===== src/design/mbrtu_pkg.sv =====
// Shared types, codes and the CRC-16 byte update for the Modbus RTU request parser.
package mbrtu_pkg;

   // Register indexes of the configuration port
   localparam int CSR_INDEX_W = 1;
   localparam int CSR_DATA_W  = 8;
   localparam logic [CSR_INDEX_W-1:0] CSR_DEVICE_ADDRESS = 1'd0;
   localparam logic [CSR_INDEX_W-1:0] CSR_SILENT_LIMIT   = 1'd1;

   localparam logic [7:0] DEVICE_ADDRESS_RESET = 8'd1;
   localparam logic [1:0] SILENT_LIMIT_RESET   = 2'd3;

   // Input item kinds
   localparam logic OP_BYTE = 1'b0;
   localparam logic OP_IDLE = 1'b1;

   // Result status codes
   localparam logic [1:0] ST_OK      = 2'd0;
   localparam logic [1:0] ST_ILLEGAL = 2'd1;
   localparam logic [1:0] ST_CRC     = 2'd2;

   // Function codes with a known layout
   localparam logic [7:0] FUNC_READ_FIRST = 8'd1;
   localparam logic [7:0] FUNC_READ_LAST  = 8'd4;
   localparam logic [7:0] FUNC_WRITE_COIL = 8'd5;
   localparam logic [7:0] FUNC_WRITE_REG  = 8'd6;

   // Parse phases
   localparam int PHASE_W = 4;
   localparam logic [PHASE_W-1:0] PH_ADDR    = 4'd0;
   localparam logic [PHASE_W-1:0] PH_FUNC    = 4'd1;
   localparam logic [PHASE_W-1:0] PH_SADDR_H = 4'd2;
   localparam logic [PHASE_W-1:0] PH_SADDR_L = 4'd3;
   localparam logic [PHASE_W-1:0] PH_QTY_H   = 4'd4;
   localparam logic [PHASE_W-1:0] PH_QTY_L   = 4'd5;
   localparam logic [PHASE_W-1:0] PH_OADDR_H = 4'd6;
   localparam logic [PHASE_W-1:0] PH_OADDR_L = 4'd7;
   localparam logic [PHASE_W-1:0] PH_VAL_H   = 4'd8;
   localparam logic [PHASE_W-1:0] PH_VAL_L   = 4'd9;
   localparam logic [PHASE_W-1:0] PH_CRC_L   = 4'd10;
   localparam logic [PHASE_W-1:0] PH_CRC_H   = 4'd11;

   localparam logic [15:0] CRC_INIT = 16'hFFFF;
   localparam logic [15:0] CRC_POLY = 16'hA001;

   typedef struct packed {
      logic       op;
      logic [7:0] data_byte;
   } mbrtu_req_type;

   typedef struct packed {
      logic [1:0]  status;
      logic [7:0]  function_code;
      logic [15:0] reg_address;
      logic [15:0] quantity;
      logic [15:0] write_value;
   } mbrtu_rsp_type;

   // Reflected CRC-16 update over one byte
   function automatic logic [15:0] crc_byte(input logic [15:0] crc, input logic [7:0] b);
      logic [15:0] c;
      c = crc ^ {8'd0, b};
      for (int i = 0; i < 8; i++) begin
         if (c[0]) begin
            c = (c >> 1) ^ CRC_POLY;
         end else begin
            c = c >> 1;
         end
      end
      return c;
   endfunction

endpackage


===== src/design/mbrtu_in_stage.sv =====
// Input register of the request parser: holds one accepted item until the core takes it.
module mbrtu_in_stage
   import mbrtu_pkg::*;
(
   input  logic          clock,
   input  logic          reset,
   input  logic          req_valid,
   output logic          req_stall,
   input  mbrtu_req_type req_data,
   input  logic          take,
   output logic          item_valid,
   output mbrtu_req_type item_data
);

   logic          valid_ff, valid_in;
   mbrtu_req_type data_ff;
   logic          load;

   assign req_stall = valid_ff && !take;
   assign load      = req_valid && !req_stall;

   always_comb begin
      valid_in = valid_ff;
      if (load) begin
         valid_in = 1'b1;
      end else if (take) begin
         valid_in = 1'b0;
      end
   end

   always_ff @(posedge clock) begin
      if (reset) begin
         valid_ff <= 1'b0;
      end else begin
         valid_ff <= valid_in;
      end
   end

   always_ff @(posedge clock) begin
      if (load) begin
         data_ff <= req_data;
      end
   end

   assign item_valid = valid_ff;
   assign item_data  = data_ff;

endmodule


===== src/design/mbrtu_parse_core.sv =====
// Frame state machine, CRC accumulator and held request fields of the parser.
module mbrtu_parse_core
   import mbrtu_pkg::*;
(
   input  logic          clock,
   input  logic          reset,
   input  logic          fire,
   input  mbrtu_req_type item_data,
   input  logic [7:0]    device_address,
   input  logic [1:0]    silent_limit,
   output logic          res_valid,
   output mbrtu_rsp_type res_data
);

   logic [PHASE_W-1:0] phase_ff, phase_in;
   logic [15:0]        crc_ff, crc_in;
   logic [1:0]         idle_ff, idle_in;
   logic [7:0]         crc_lo_ff, crc_lo_in;
   logic [7:0]         func_ff, func_in;
   logic [15:0]        addr_ff, addr_in;
   logic [15:0]        qty_ff, qty_in;
   logic [15:0]        value_ff, value_in;
   logic               feed;
   logic               restart;
   logic               is_read;
   logic [7:0]         b;

   assign b = item_data.data_byte;

   always_comb begin
      phase_in  = phase_ff;
      crc_in    = crc_ff;
      idle_in   = idle_ff;
      crc_lo_in = crc_lo_ff;
      func_in   = func_ff;
      addr_in   = addr_ff;
      qty_in    = qty_ff;
      value_in  = value_ff;
      feed      = 1'b0;
      restart   = 1'b0;
      is_read   = func_ff inside {[FUNC_READ_FIRST:FUNC_READ_LAST]};
      res_valid = 1'b0;
      res_data  = '0;

      if (fire) begin
         if (item_data.op == OP_IDLE) begin
            if (idle_ff >= silent_limit) begin
               restart = 1'b1;
            end else begin
               idle_in = idle_ff + 2'd1;
            end
         end else begin
            idle_in = 2'd0;
            case (phase_ff)
               PH_FUNC: begin
                  func_in = b;
                  if (b inside {[FUNC_READ_FIRST:FUNC_READ_LAST]}) begin
                     phase_in = PH_SADDR_H;
                     feed     = 1'b1;
                  end else if (b inside {FUNC_WRITE_COIL, FUNC_WRITE_REG}) begin
                     phase_in = PH_OADDR_H;
                     feed     = 1'b1;
                  end else begin
                     res_valid              = 1'b1;
                     res_data.status        = ST_ILLEGAL;
                     res_data.function_code = b;
                     restart                = 1'b1;
                  end
               end
               PH_SADDR_H: begin
                  addr_in  = {b, 8'd0};
                  phase_in = PH_SADDR_L;
                  feed     = 1'b1;
               end
               PH_OADDR_H: begin
                  addr_in  = {b, 8'd0};
                  phase_in = PH_OADDR_L;
                  feed     = 1'b1;
               end
               PH_SADDR_L: begin
                  addr_in  = {addr_ff[15:8], b};
                  phase_in = PH_QTY_H;
                  feed     = 1'b1;
               end
               PH_OADDR_L: begin
                  addr_in  = {addr_ff[15:8], b};
                  phase_in = PH_VAL_H;
                  feed     = 1'b1;
               end
               PH_QTY_H: begin
                  qty_in   = {b, 8'd0};
                  phase_in = PH_QTY_L;
                  feed     = 1'b1;
               end
               PH_QTY_L: begin
                  qty_in   = {qty_ff[15:8], b};
                  phase_in = PH_CRC_L;
                  feed     = 1'b1;
               end
               PH_VAL_H: begin
                  value_in = {b, 8'd0};
                  phase_in = PH_VAL_L;
                  feed     = 1'b1;
               end
               PH_VAL_L: begin
                  value_in = {value_ff[15:8], b};
                  phase_in = PH_CRC_L;
                  feed     = 1'b1;
               end
               PH_CRC_L: begin
                  crc_lo_in = b;
                  phase_in  = PH_CRC_H;
               end
               PH_CRC_H: begin
                  res_valid              = 1'b1;
                  res_data.status        = ({b, crc_lo_ff} == crc_ff) ? ST_OK : ST_CRC;
                  res_data.function_code = func_ff;
                  res_data.reg_address   = addr_ff;
                  res_data.quantity      = is_read ? qty_ff : 16'd0;
                  res_data.write_value   = is_read ? 16'd0 : value_ff;
                  restart                = 1'b1;
               end
               default: begin
                  // hunt for the device address; unused codes land here too
                  if (b == device_address) begin
                     phase_in = PH_FUNC;
                     feed     = 1'b1;
                  end else begin
                     phase_in = PH_ADDR;
                  end
               end
            endcase
         end

         if (feed) begin
            crc_in = crc_byte(crc_ff, b);
         end
         if (restart) begin
            phase_in = PH_ADDR;
            crc_in   = CRC_INIT;
            idle_in  = 2'd0;
         end
      end
   end

   always_ff @(posedge clock) begin
      if (reset) begin
         phase_ff <= PH_ADDR;
         crc_ff   <= CRC_INIT;
         idle_ff  <= 2'd0;
      end else begin
         phase_ff <= phase_in;
         crc_ff   <= crc_in;
         idle_ff  <= idle_in;
      end
   end

   always_ff @(posedge clock) begin
      crc_lo_ff <= crc_lo_in;
      func_ff   <= func_in;
      addr_ff   <= addr_in;
      qty_ff    <= qty_in;
      value_ff  <= value_in;
   end

endmodule


===== src/design/mbrtu_out_stage.sv =====
// Result register of the request parser: holds an item until the receiver takes it.
module mbrtu_out_stage
   import mbrtu_pkg::*;
(
   input  logic          clock,
   input  logic          reset,
   input  logic          res_valid,
   input  mbrtu_rsp_type res_data,
   output logic          ready,
   output logic          rsp_valid,
   input  logic          rsp_stall,
   output mbrtu_rsp_type rsp_data
);

   logic          valid_ff, valid_in;
   mbrtu_rsp_type data_ff;

   // free when empty or the held item leaves this cycle
   assign ready = !valid_ff || !rsp_stall;

   always_comb begin
      valid_in = valid_ff;
      if (ready) begin
         valid_in = res_valid;
      end
   end

   always_ff @(posedge clock) begin
      if (reset) begin
         valid_ff <= 1'b0;
      end else begin
         valid_ff <= valid_in;
      end
   end

   always_ff @(posedge clock) begin
      if (ready && res_valid) begin
         data_ff <= res_data;
      end
   end

   assign rsp_valid = valid_ff;
   assign rsp_data  = data_ff;

endmodule


===== src/design/modbus_rtu_request_parser_unit.sv =====
// Top level of the Modbus RTU request parser: configuration registers and the item pipeline.
//
// Usage:
//   req_* channel carries one item per handshake: a received byte (op = 0) or an
//   idle poll (op = 1). rsp_* channel carries a decoded request, an illegal
//   function report or a CRC mismatch report; most items give no result.
//   csr_* port writes device_address (index 0) and silent_limit (index 1);
//   write it only while no item is in flight.
// Path: an accepted item is held in the input register; one pass of the frame state
//   machine and byte-wide CRC update then writes any result into the output register.
// Throughput: one item per cycle unless rsp_stall holds a result; the CRC byte update is combinational.
// Reset: synchronous; empties both registers, returns the parser to hunting for
//   the device address and loads device_address = 1, silent_limit = 3.
// Stall: while rsp_stall holds a result in the output register the core takes no
//   item at all; req_stall rises while an item waits in the input register and is not taken.
module modbus_rtu_request_parser_unit
   import mbrtu_pkg::*;
(
   input  logic                   clock,
   input  logic                   reset,
   input  logic                   req_valid,
   output logic                   req_stall,
   input  mbrtu_req_type          req_data,
   output logic                   rsp_valid,
   input  logic                   rsp_stall,
   output mbrtu_rsp_type          rsp_data,
   input  logic                   csr_write_en,
   input  logic [CSR_INDEX_W-1:0] csr_index,
   input  logic [CSR_DATA_W-1:0]  csr_wdata
);

   logic [7:0]    device_address_ff;
   logic [1:0]    silent_limit_ff;
   logic          item_valid;
   mbrtu_req_type item_data;
   logic          out_ready;
   logic          take;
   logic          res_valid;
   mbrtu_rsp_type res_data;

   always_ff @(posedge clock) begin
      if (reset) begin
         device_address_ff <= DEVICE_ADDRESS_RESET;
         silent_limit_ff   <= SILENT_LIMIT_RESET;
      end else if (csr_write_en) begin
         case (csr_index)
            CSR_DEVICE_ADDRESS: device_address_ff <= csr_wdata[7:0];
            CSR_SILENT_LIMIT:   silent_limit_ff   <= csr_wdata[1:0];
            default: begin
            end
         endcase
      end
   end

   // take an item only when its result, if any, has room
   assign take = item_valid && out_ready;

   mbrtu_in_stage u_in_stage (
      .clock      (clock),
      .reset      (reset),
      .req_valid  (req_valid),
      .req_stall  (req_stall),
      .req_data   (req_data),
      .take       (take),
      .item_valid (item_valid),
      .item_data  (item_data)
   );

   mbrtu_parse_core u_parse_core (
      .clock          (clock),
      .reset          (reset),
      .fire           (take),
      .item_data      (item_data),
      .device_address (device_address_ff),
      .silent_limit   (silent_limit_ff),
      .res_valid      (res_valid),
      .res_data       (res_data)
   );

   mbrtu_out_stage u_out_stage (
      .clock     (clock),
      .reset     (reset),
      .res_valid (res_valid),
      .res_data  (res_data),
      .ready     (out_ready),
      .rsp_valid (rsp_valid),
      .rsp_stall (rsp_stall),
      .rsp_data  (rsp_data)
   );

endmodule


===== config.mk =====
export PLATFORM = sky130hd
export DESIGN_NAME = modbus_rtu_request_parser_unit
export DESIGN_NICKNAME = d
export VERILOG_FILES = /design/src/design/mbrtu_pkg.sv /design/src/design/mbrtu_in_stage.sv /design/src/design/mbrtu_parse_core.sv /design/src/design/mbrtu_out_stage.sv /design/src/design/modbus_rtu_request_parser_unit.sv
export SDC_FILE = /design/constraint.sdc
export NUM_CORES = 1
export LEC_CHECK = 0
export ABC_AREA = 1
export BUFFER_PORTS_ARGS = -buffer_cell sky130_fd_sc_hd__buf_4
export CORE_ASPECT_RATIO = 1.25
export CORE_MARGIN = 2
export CORE_UTILIZATION = 45
export DETAILED_ROUTE_END_ITERATION = 6
export SYNTH_ARGS = -nofsm -noshare
export SYNTH_HDL_FRONTEND = slang
export SYNTH_SLANG_ARGS = --single-unit

===== constraint.sdc =====
create_clock -name clock -period 7.8 [get_ports clock]
set_input_delay 1.95 -clock clock [delete_from_list [all_inputs] [get_ports clock]]
set_output_delay 1.95 -clock clock [all_outputs]
set_load 0.02 [all_outputs]

==> impl_summary.md, run 1 <==
Floorplanning
The width of the die is approximately 120 µm. During I/O placement, the number of pins put on the boundary was 83. The floorplan step defined a core boundary enclosing ~0.016 mm². The floorplan step defined a die boundary enclosing around 0.017 mm². The initial cell density of the core is between 40% and 50%. The die is ~150 µm tall. The number of rows in the core area is 51.

Timing
Setup repair after global routing left no endpoint under its margin. The max-slew violation count is 0. The worst-case clock skew is 0.0184 ns. The slew at the pin closest to its max-slew limit is 1.16 ns. The post-route clock period utilization is between 50% and 60%.

The final hold slack is around 0.5 ns. The hold violation count in the final report is 0. The remaining max-slew budget at the tightest pin is approximately 22%.

The final setup violation count is 0. The minimum clock period after layout is 4.33 ns. Adding up every negative setup slack in the final design gives 0 ns. The upper clock frequency limit is about 230 MHz.

CTS
Counting along the longest clock path gives a buffer depth of 2. The clock insertion delay at the later pin of the skew report is about 0.43 ns. The total setup buffers inserted after CTS is 0. The post-cts sizing count is 0. The post-cts hold buffer count is 0.

The number of clock sinks is approximately 170. TritonCTS built the clock tree. TritonCTS created 17 clock buffers.

Clock-pin slew was measured on the worst setup and hold paths at roughly 0.06 ns. The root buffer cell chosen for the clock tree is sky130_fd_sc_hd__clkbuf_16. In this run the number of H-tree levels came out at 4.

Status
The run finished with clean final reports.

Critical path
The critical path capture point is req_stall. The worst register-to-register path has a setup slack of between 5 and 6 ns. Data arrives at the worst endpoint at about 2.4 ns.

The critical path data required time is approximately 6 ns. The kind of critical path is primary input to output pin. The number of cells on the worst reg-to-reg path is 8. Tracing the worst setup path back leads to its startpoint at rsp_stall. The startpoint identified for the worst register-to-register timing path is u_in_stage.item_data[2]$_DFFE_PP_. In this run the critical register-to-register path is captured at u_parse_core.crc_ff[2]$_SDFFE_PP1P_. The maximum fanout along the worst path is 2. The kind of launch point of the worst setup path is a primary input. STA classifies the critical path endpoint as an output pin.

Synth
sky130_fd_sc_hd__edfxtp_1 is the most common cell in the netlist. The synthesized netlist net count is between 600 and 700. The total standard cell area after synthesis is about 0.0072 mm². The largest total area in the synthesized netlist belongs to sky130_fd_sc_hd__edfxtp_1. The async set-or-reset flop fraction in the synthesized netlist is 0%. By count the netlist is led by sky130_fd_sc_hd__edfxtp_1, sky130_fd_sc_hd__nor2_1, sky130_fd_sc_hd__nand2_1, sky130_fd_sc_hd__inv_1, sky130_fd_sc_hd__dfxtp_1. The post-synthesis sequential element count is 165. The Yosys step of the flow raised 0 warnings.

Synthesis instantiated between 40 and 50 different standard cells from the library. The number of enable flip-flop cells after synthesis is 131. The most used flip-flop cell after synthesis is sky130_fd_sc_hd__edfxtp_1. The share of the yosys chip area belonging to registers is about 64%.

The top-area cell type share of the netlist area is 54.9%. By area the synthesized netlist is led by sky130_fd_sc_hd__edfxtp_1, sky130_fd_sc_hd__dfxtp_1, sky130_fd_sc_hd__nor2_1. The post-synthesis average cell area is approximately 11 µm². Synthesis handed over a netlist of 673 instances.

Finish
The net count reported at finish is between 700 and 800. The area used by sequential logic in the layout is roughly 0.0046 mm². 0 antenna diodes ended up in the layout. The multi-input combinational cells in the finished layout cover a total of roughly 0.002 mm².

The final standard cell count with taps included and fillers excluded is 982. The layout has 1433 filler cells. The area growth from synthesis to layout is 19.0%.

Cells with a size suffix above 1 make up 22.6% of the layout.

Detailed routing
The detailed router placed ~4700 vias in this run. The count of unresolved DRC violations after routing is 0. The total routed wirelength is 14500 µm. The first-pass iteration count of the detailed router is 4. After detailed routing, the average wire length per cell comes to around 15 µm. The DRC violation total after the first TritonRoute iteration is just under 300. The remaining antenna violation count after routing is 0.

In the routed layout, each cell is associated on average with a via count of between 4 and 5.

Power
For this design the ratio of total power to cell area is approximately 220 mW/mm². IR analysis of the VDD net gives a maximum drop of 0.101 mV. The net switching power is 0.387 mW. Internal power comes to between 1 and 1.5 mW. The static leakage is between 3 and 4 nW. The part of the total power dissipated in the clock network is between 40% and 50%. The switching part of the total is between 20% and 30%. The proportion of power drawn by flip-flops and latches is 51.6%.

Of the total power, combinational logic draws roughly 3.6%.

Placed design
The post-DP HPWL is between 10000 and 15000 µm. The total of buffers placed on input and output ports is 82. At the end of routability-driven placement, the weighted congestion stood at ~0.88. Once placement completed, the tool counted placed cells totaling 950.

GRT
The first global-routing pass estimated about 23000 µm of wire. The initial antenna violation count was 0. The largest net degree at the start of global routing is 60.

Global routing finished with a remaining overflow of 0. The number of global-route vias before repair is 4658. The overall track demand over capacity in global routing is a little under a fifth.

Flow run
The number of maximum-capacitance violations is 0.

Worst hold path
The worst min-delay path category is register to register.
-- layout make-up --
class / count / share of cell area [%]
Sequential cell: 165 / 54.2
Timing Repair Buffer: 84 / 7.40
Multi-Input combinational cell: 388 / 23.9
Tap cell: 212 / 3.11
Inverter: 101 / 4.57
Clock buffer: 19 / 5.08
Clock inverter: 13 / 1.82
-- per-layer routing --
metal / vias up / GRT usage (%) / wire [µm]
met3: 19 / 3.93 / 595
met4: 0 / 8.35 / 327
met5: - / 0 / 0
li1: 2360 / - / -
met1: 2233 / 21.7 / 5980
met2: 126 / 30.7 / 7640
-- worst min-delay path by stage --
| stage | startpoint | to | depth (start not counted) |
|---|---|---|---|
| 3_5_place_dp | device_address_ff[0]$_SDFFE_PP1P_ | device_address_ff[0]$_SDFFE_PP1P_ | 2 |
| 5_1_grt | device_address_ff[0]$_SDFFE_PP1P_ | device_address_ff[0]$_SDFFE_PP1P_ | 2 |
| 3_3_place_gp | device_address_ff[0]$_SDFFE_PP1P_ | device_address_ff[0]$_SDFFE_PP1P_ | 2 |
| 2_1_floorplan | u_in_stage.item_data[1]$_DFFE_PP_ | u_parse_core.crc_lo_ff[1]$_DFFE_PP_ | 0 |
| 6_report | device_address_ff[0]$_SDFFE_PP1P_ | device_address_ff[0]$_SDFFE_PP1P_ | 2 |
| 4_1_cts | device_address_ff[0]$_SDFFE_PP1P_ | device_address_ff[0]$_SDFFE_PP1P_ | 2 |
-- metrics by stage --
stage               utilization, %  cell area, µm²  setup slack, ns  total power, mW
detailed placement            50.9            7930             3.47             1.05
global placement              50.9            7930             3.47             1.05
global route                  54.7            8520             3.40             1.92
CTS                           54.7            8520             3.46             1.88
finish                        54.7            8520             3.47             1.86
floorplan                        -            7160             2.63             1.02
-- power by group through the flow --
stage	logic, mW	registers [mW]	clock network, mW
2_1_floorplan	0.0505	0.971	0
3_3_place_gp	0.0669	0.979	0
3_5_place_dp	0.0679	0.980	0
4_1_cts	0.0685	0.961	0.852
5_1_grt	0.0772	0.961	0.881
6_report	0.0679	0.961	0.834
-- critical path: stages --
cell                      delay (ns)
sky130_fd_sc_hd__buf_4          0.07
sky130_fd_sc_hd__nand2_1        0.07
sky130_fd_sc_hd__nor2_1         0.13
sky130_fd_sc_hd__buf_4          0.16
-- layout by cell type, fill, tap and decap left out, types with 4 or more instances in the layout --
cell type / instances
sky130_fd_sc_hd__nand3_2: 4
sky130_fd_sc_hd__dfxtp_1: 34
sky130_fd_sc_hd__clkbuf_16: 17
sky130_fd_sc_hd__inv_1: 83
sky130_fd_sc_hd__xnor2_1: 14
sky130_fd_sc_hd__clkinv_2: 4
sky130_fd_sc_hd__o22ai_2: 8
sky130_fd_sc_hd__nand2_1: 106
sky130_fd_sc_hd__edfxtp_1: 131
sky130_fd_sc_hd__nor2_4: 13
sky130_fd_sc_hd__nand4_1: 5
sky130_fd_sc_hd__o22ai_1: 5
sky130_fd_sc_hd__nor2_1: 128
sky130_fd_sc_hd__nand2_2: 9
sky130_fd_sc_hd__nand3_1: 19
sky130_fd_sc_hd__xor2_1: 14
sky130_fd_sc_hd__a21oi_1: 14
sky130_fd_sc_hd__inv_2: 14
sky130_fd_sc_hd__buf_4: 84
sky130_fd_sc_hd__o21ai_0: 17
-- sequential cells by signal, indices dropped and copies added (netlist names) --
register / cells
u_parse_core.crc_ff: 16
silent_limit_ff: 2
u_out_stage.rsp_data: 58
u_parse_core.qty_ff: 16
u_parse_core.func_ff: 8
u_in_stage.item_data: 9
u_parse_core.idle_ff: 2
u_parse_core.crc_lo_ff: 8
u_out_stage.rsp_valid: 1
device_address_ff: 8
u_in_stage.item_valid: 1
u_parse_core.addr_ff: 16
u_parse_core.value_ff: 16
u_parse_core.phase_ff: 4
-- logic make-up after synthesis --
family / share of synthesized area [%]
simple gates: 19.2
flops: 64.4
buf+inv: 7.29
compound gates: 5.26
xor+xnor: 3.42
fa+ha+maj: 0.349
Power figures use the tool's default switching activity.
==> inputs of run 2 (changes only) <==
--- a/config.mk
+++ b/config.mk
@@ -5,12 +5,13 @@
 export SDC_FILE = /design/constraint.sdc
 export NUM_CORES = 1
 export LEC_CHECK = 0
-export ABC_AREA = 1
+export ABC_AREA = 0
 export BUFFER_PORTS_ARGS = -buffer_cell sky130_fd_sc_hd__buf_4
 export CORE_ASPECT_RATIO = 1.25
 export CORE_MARGIN = 2
 export CORE_UTILIZATION = 45
 export DETAILED_ROUTE_END_ITERATION = 6
+export PLACE_DENSITY = 0.67
 export SYNTH_ARGS = -nofsm -noshare
 export SYNTH_HDL_FRONTEND = slang
 export SYNTH_SLANG_ARGS = --single-unit
==> constraint.sdc (replaced) <==
create_clock -name clock -period 3.5 [get_ports clock]
set_input_delay 0.875 -clock clock [delete_from_list [all_inputs] [get_ports clock]]
set_output_delay 0.875 -clock clock [all_outputs]
set_load 0.02 [all_outputs]
==> impl_summary.md, run 2 <==
Detailed routing
The wire length per cell after detailed routing is 16.5 µm (was 14.8 µm). The total routed wirelength came to 13400 µm (was 14500 µm). The first-pass iteration count of the detailed router is 5 (was 4). The routed via count came to 4255 (was 4738).

The DRC violation total after the first TritonRoute iteration is 308 (was 294). The remaining antenna violation count after routing came to 0 (unchanged). The count of unresolved DRC violations after routing is 0 (unchanged).

The average vias per placed instance came to 5.23 (was 4.82).

Flow run
The number of maximum-capacitance violations was 0 (unchanged).

CTS
The number of H-tree branching levels is 4 (unchanged). The post-cts sizing count is 0 (unchanged). The root buffer selected by CTS is sky130_fd_sc_hd__clkbuf_16 (unchanged). The clock insertion delay at the later pin of the skew report is 0.42 ns (was 0.43 ns).

The deepest clock path buffer count is 2 (unchanged). The total clock buffers created by CTS is 17 (unchanged). The clock tree from TritonCTS is done (unchanged). The clock input transition at the sequential cells of the worst setup and hold paths was 0.07 ns (was 0.06 ns). The total setup buffers inserted after CTS came to 0 (unchanged). The post-cts hold buffer count is 0 (unchanged). The number of clock sinks was 165 (unchanged).

Timing
The upper clock frequency limit is between 300 and 400 MHz. In the finished design, the share of the clock period the worst path needs comes to between 70% and 80%. The final setup violation count is 0 (unchanged). RSZ-0062 raised after global routing: no (unchanged).

The worst-case clock skew is 0.00728 ns (was 0.0184 ns). The setup total negative slack is 0 ns (unchanged). The hold violation count in the final report is 0 (unchanged). The max-slew violation count is 0 (unchanged). The slew at the pin closest to its max-slew limit is 0.976 ns (was 1.16 ns). The minimum clock period after layout is approximately 2.7 ns.

The remaining max-slew budget at the tightest pin is 34.6% (was 22.5%).

Critical path
The critical path data required time was 3.79 ns (was 5.85 ns). The critical path's slowest cell is sky130_fd_sc_hd__a31oi_1 (was sky130_fd_sc_hd__buf_4). The worst reg2reg path endpoint is u_out_stage.rsp_data[8]$_SDFFCE_PP0P_ (was u_parse_core.crc_ff[2]$_SDFFE_PP1P_). The start point of the critical path is u_parse_core.phase_ff[3]$_SDFFE_PP0P_ (was rsp_stall).

The setup slack of the worst register-to-register path came to 0.83 ns (was 5.07 ns). The worst reg2reg path startpoint is u_parse_core.phase_ff[3]$_SDFFE_PP0P_ (was u_in_stage.item_data[2]$_DFFE_PP_). The kind of end point of the critical path is a register (was output pin). The maximum fanout along the worst path came to 16 (was 2). The number of cells on the worst reg-to-reg path came to 5 (was 8).

The critical path capture point was u_out_stage.rsp_data[8]$_SDFFCE_PP0P_ (was req_stall). The critical path's largest stage delay is 0.75 ns (was 0.16 ns). The sum of buffers and inverters on the critical path is 0 (was 2). The critical path arrival came to 2.96 ns (was 2.38 ns).

The family with the most delay on the worst path is simple AND/OR/NAND/NOR gates (was buffers and inverters). The kind of launch point of the worst setup path is a register (was primary input). The number of cells on the critical path is 5 (was 4). The kind of critical path is register to register (was primary input to output pin).

Cell Chain, Critical Path: nand2b_1 > nor2_2 > nand2_1 > a31oi_1 > and2_1 (was buf_4 > nand2_1 > nor2_1 > buf_4).

Floorplanning
The number of top-level pins came to 83 (unchanged). The die height came to 142 µm (was 145 µm). The area of the core came to 0.0150 mm² (was 0.0156 mm²). The number of rows in the core area is 50 (was 51). The die footprint is 0.0163 mm² (was 0.0169 mm²).

The width of the die came to 115 µm (was 117 µm). The initial cell density of the core is 46.0% (about the same).

Finish
The number of flip-flops under the largest register name is 58 (unchanged). The number of filler cells placed in the layout came to 1244 (was 1433). The post-synthesis to final-layout area growth was 20.7% (was 19.0%).

The net count reported at finish is 643 (was 782). The fraction of final layout cells sized beyond drive strength 1 is 20.8% (was 22.6%). Top library cells by usage in the layout, fill and taps aside: sky130_fd_sc_hd__edfxtp_1, sky130_fd_sc_hd__buf_4, sky130_fd_sc_hd__and2_1 (was sky130_fd_sc_hd__edfxtp_1, sky130_fd_sc_hd__nor2_1, sky130_fd_sc_hd__nand2_1). The area used by sequential logic in the layout is 0.00461 mm² (unchanged). The number of antenna diodes is 0 (unchanged). The leading cell type in the layout, fill and taps excluded is sky130_fd_sc_hd__edfxtp_1 (unchanged).

The area of combinational cells with multiple inputs is 0.00209 mm² (was 0.00203 mm²).

Synth
The post-synthesis sequential element count is 165 (unchanged). The dominant cell by count in the synthesized netlist is sky130_fd_sc_hd__edfxtp_1 (unchanged). The number of unique standard cell types used by synthesis was 43 (was 46). The post-synthesis average cell area is 12.9 µm² (was 10.6 µm²). The async set-or-reset flop fraction in the synthesized netlist came to 0% (unchanged).

Commonest cells in the netlist: sky130_fd_sc_hd__edfxtp_1, sky130_fd_sc_hd__and2_1, sky130_fd_sc_hd__nor2_1, sky130_fd_sc_hd__xnor2_1, sky130_fd_sc_hd__dfxtp_1 (was sky130_fd_sc_hd__edfxtp_1, sky130_fd_sc_hd__nor2_1, sky130_fd_sc_hd__nand2_1, sky130_fd_sc_hd__inv_1, sky130_fd_sc_hd__dfxtp_1). The total standard cell area after synthesis is 0.00688 mm² (was 0.00716 mm²). The share of the yosys chip area belonging to registers came to 67.1% (was 64.4%).

The largest area contributor in the synthesized netlist is sky130_fd_sc_hd__edfxtp_1 (unchanged). The number of enable flip-flop cells after synthesis is 131 (unchanged). The most used flip-flop cell after synthesis is sky130_fd_sc_hd__edfxtp_1 (unchanged). The synthesized netlist net count was 560 (was 698). Ranking of synthesized cells by area: sky130_fd_sc_hd__edfxtp_1, sky130_fd_sc_hd__dfxtp_1, sky130_fd_sc_hd__and2_1 (was sky130_fd_sc_hd__edfxtp_1, sky130_fd_sc_hd__dfxtp_1, sky130_fd_sc_hd__nor2_1). The number of instances in the synthesized netlist is 535 (was 673).

The top-area cell type share of the netlist area was 57.2% (was 54.9%). The count of warnings emitted by yosys came to 0 (unchanged).

Worst hold path
The worst min-delay path category is register to register (unchanged).

Power
The maximum vdd drop is 0.327 mV (was 0.101 mV). The post-layout total power is 4.24 mW (was 1.86 mW). The ratio of total power to cell area is 510 mW/mm² (was 219 mW/mm²).

The static leakage came to 3.03 nW (was 3.61 nW).

Placed design
The post-DP HPWL is 8990 µm (was 10000 µm). The routability congestion estimate from global placement was 0.890 (was 0.884). The total of buffers placed on input and output ports is 82 (unchanged).

GRT
The global-route congestion overflow total was 0 (unchanged). The initial antenna violation count is 0 (unchanged). The first-pass GRT wire length was 21600 µm (was 23300 µm). The overall track demand over capacity in global routing is 17.6% (was 18.1%). The largest net degree at the start of global routing was 53 (was 60). The number of global-route vias before repair was 4212 (was 4658).

Status
Outcome: completed (unchanged).
-- run 2: area by class of cell --
class / instances / share of cell area, %
clock buffers: 17 / 5.12
clock inverters: 15 / 2.28
inverters: 7 / 0.316
multi-input cells: 332 / 25.2
flip-flops and latches: 165 / 55.6
well taps: 182 / 2.74
repair buffers: 95 / 8.74
-- run 2: worst min path at each step --
stage	startpoint	to	cells past startpoint
finish	device_address_ff[2]$_SDFFE_PP0P_	device_address_ff[2]$_SDFFE_PP0P_	2
global placement	silent_limit_ff[1]$_SDFFE_PP1P_	silent_limit_ff[1]$_SDFFE_PP1P_	1
global route	device_address_ff[5]$_SDFFE_PP0P_	device_address_ff[5]$_SDFFE_PP0P_	2
detailed placement	device_address_ff[2]$_SDFFE_PP0P_	device_address_ff[2]$_SDFFE_PP0P_	2
floorplan	silent_limit_ff[1]$_SDFFE_PP1P_	silent_limit_ff[1]$_SDFFE_PP1P_	1
CTS	device_address_ff[2]$_SDFFE_PP0P_	device_address_ff[2]$_SDFFE_PP0P_	2
-- run 2: kinds of logic (layout without fill, tap and decap cells) --
group,Yosys count,in the layout,share of synthesized area (%)
fa+ha+maj,2,2,0.364
flops,165,165,67.1
xor+xnor,46,46,6.27
buf+inv,38,134,2.51
compound gates,61,61,6.04
simple gates,223,223,17.8
-- run 2: stage by stage --
step / util, % / cells / cell area, µm² / hold slack (ns) / setup WS (ns)
5_1_grt: 55.5 / 813 / 8300 / 0.494 / 0.565
4_1_cts: 55.5 / 813 / 8300 / 0.472 / 0.872
6_report: 55.5 / 813 / 8300 / 0.469 / 0.827
2_1_floorplan: - / 535 / 6880 / 0.435 / 0.200
3_3_place_gp: 51.4 / 781 / 7690 / 0.454 / 0.849
3_5_place_dp: 51.4 / 781 / 7690 / 0.463 / 0.722
-- run 2: where the power goes --
group          total (mW)  switching (mW)  internal [mW]
Clock                1.91           0.821           1.08
Sequential           2.16          0.0438           2.12
Combinational       0.171          0.0795         0.0910
-- run 2: per-layer routing --
layer | wire length, µm | vias up | global-route usage (%)
li1 | - | 2051 | -
met1 | 5500 | 2032 | 21.2
met2 | 6820 | 140 | 30.0
met3 | 631 | 32 | 3.75
met4 | 424 | 0 | 8.41
met5 | 0 | - | 0
-- run 2: worst reg2reg max path, stage by stage, from the launching register on --
cell	delay, ns
sky130_fd_sc_hd__dfxtp_1	0.63
sky130_fd_sc_hd__nand2b_1	0.28
sky130_fd_sc_hd__nor2_2	0.46
sky130_fd_sc_hd__nand2_1	0.18
sky130_fd_sc_hd__a31oi_1	0.75
sky130_fd_sc_hd__and2_1	0.24
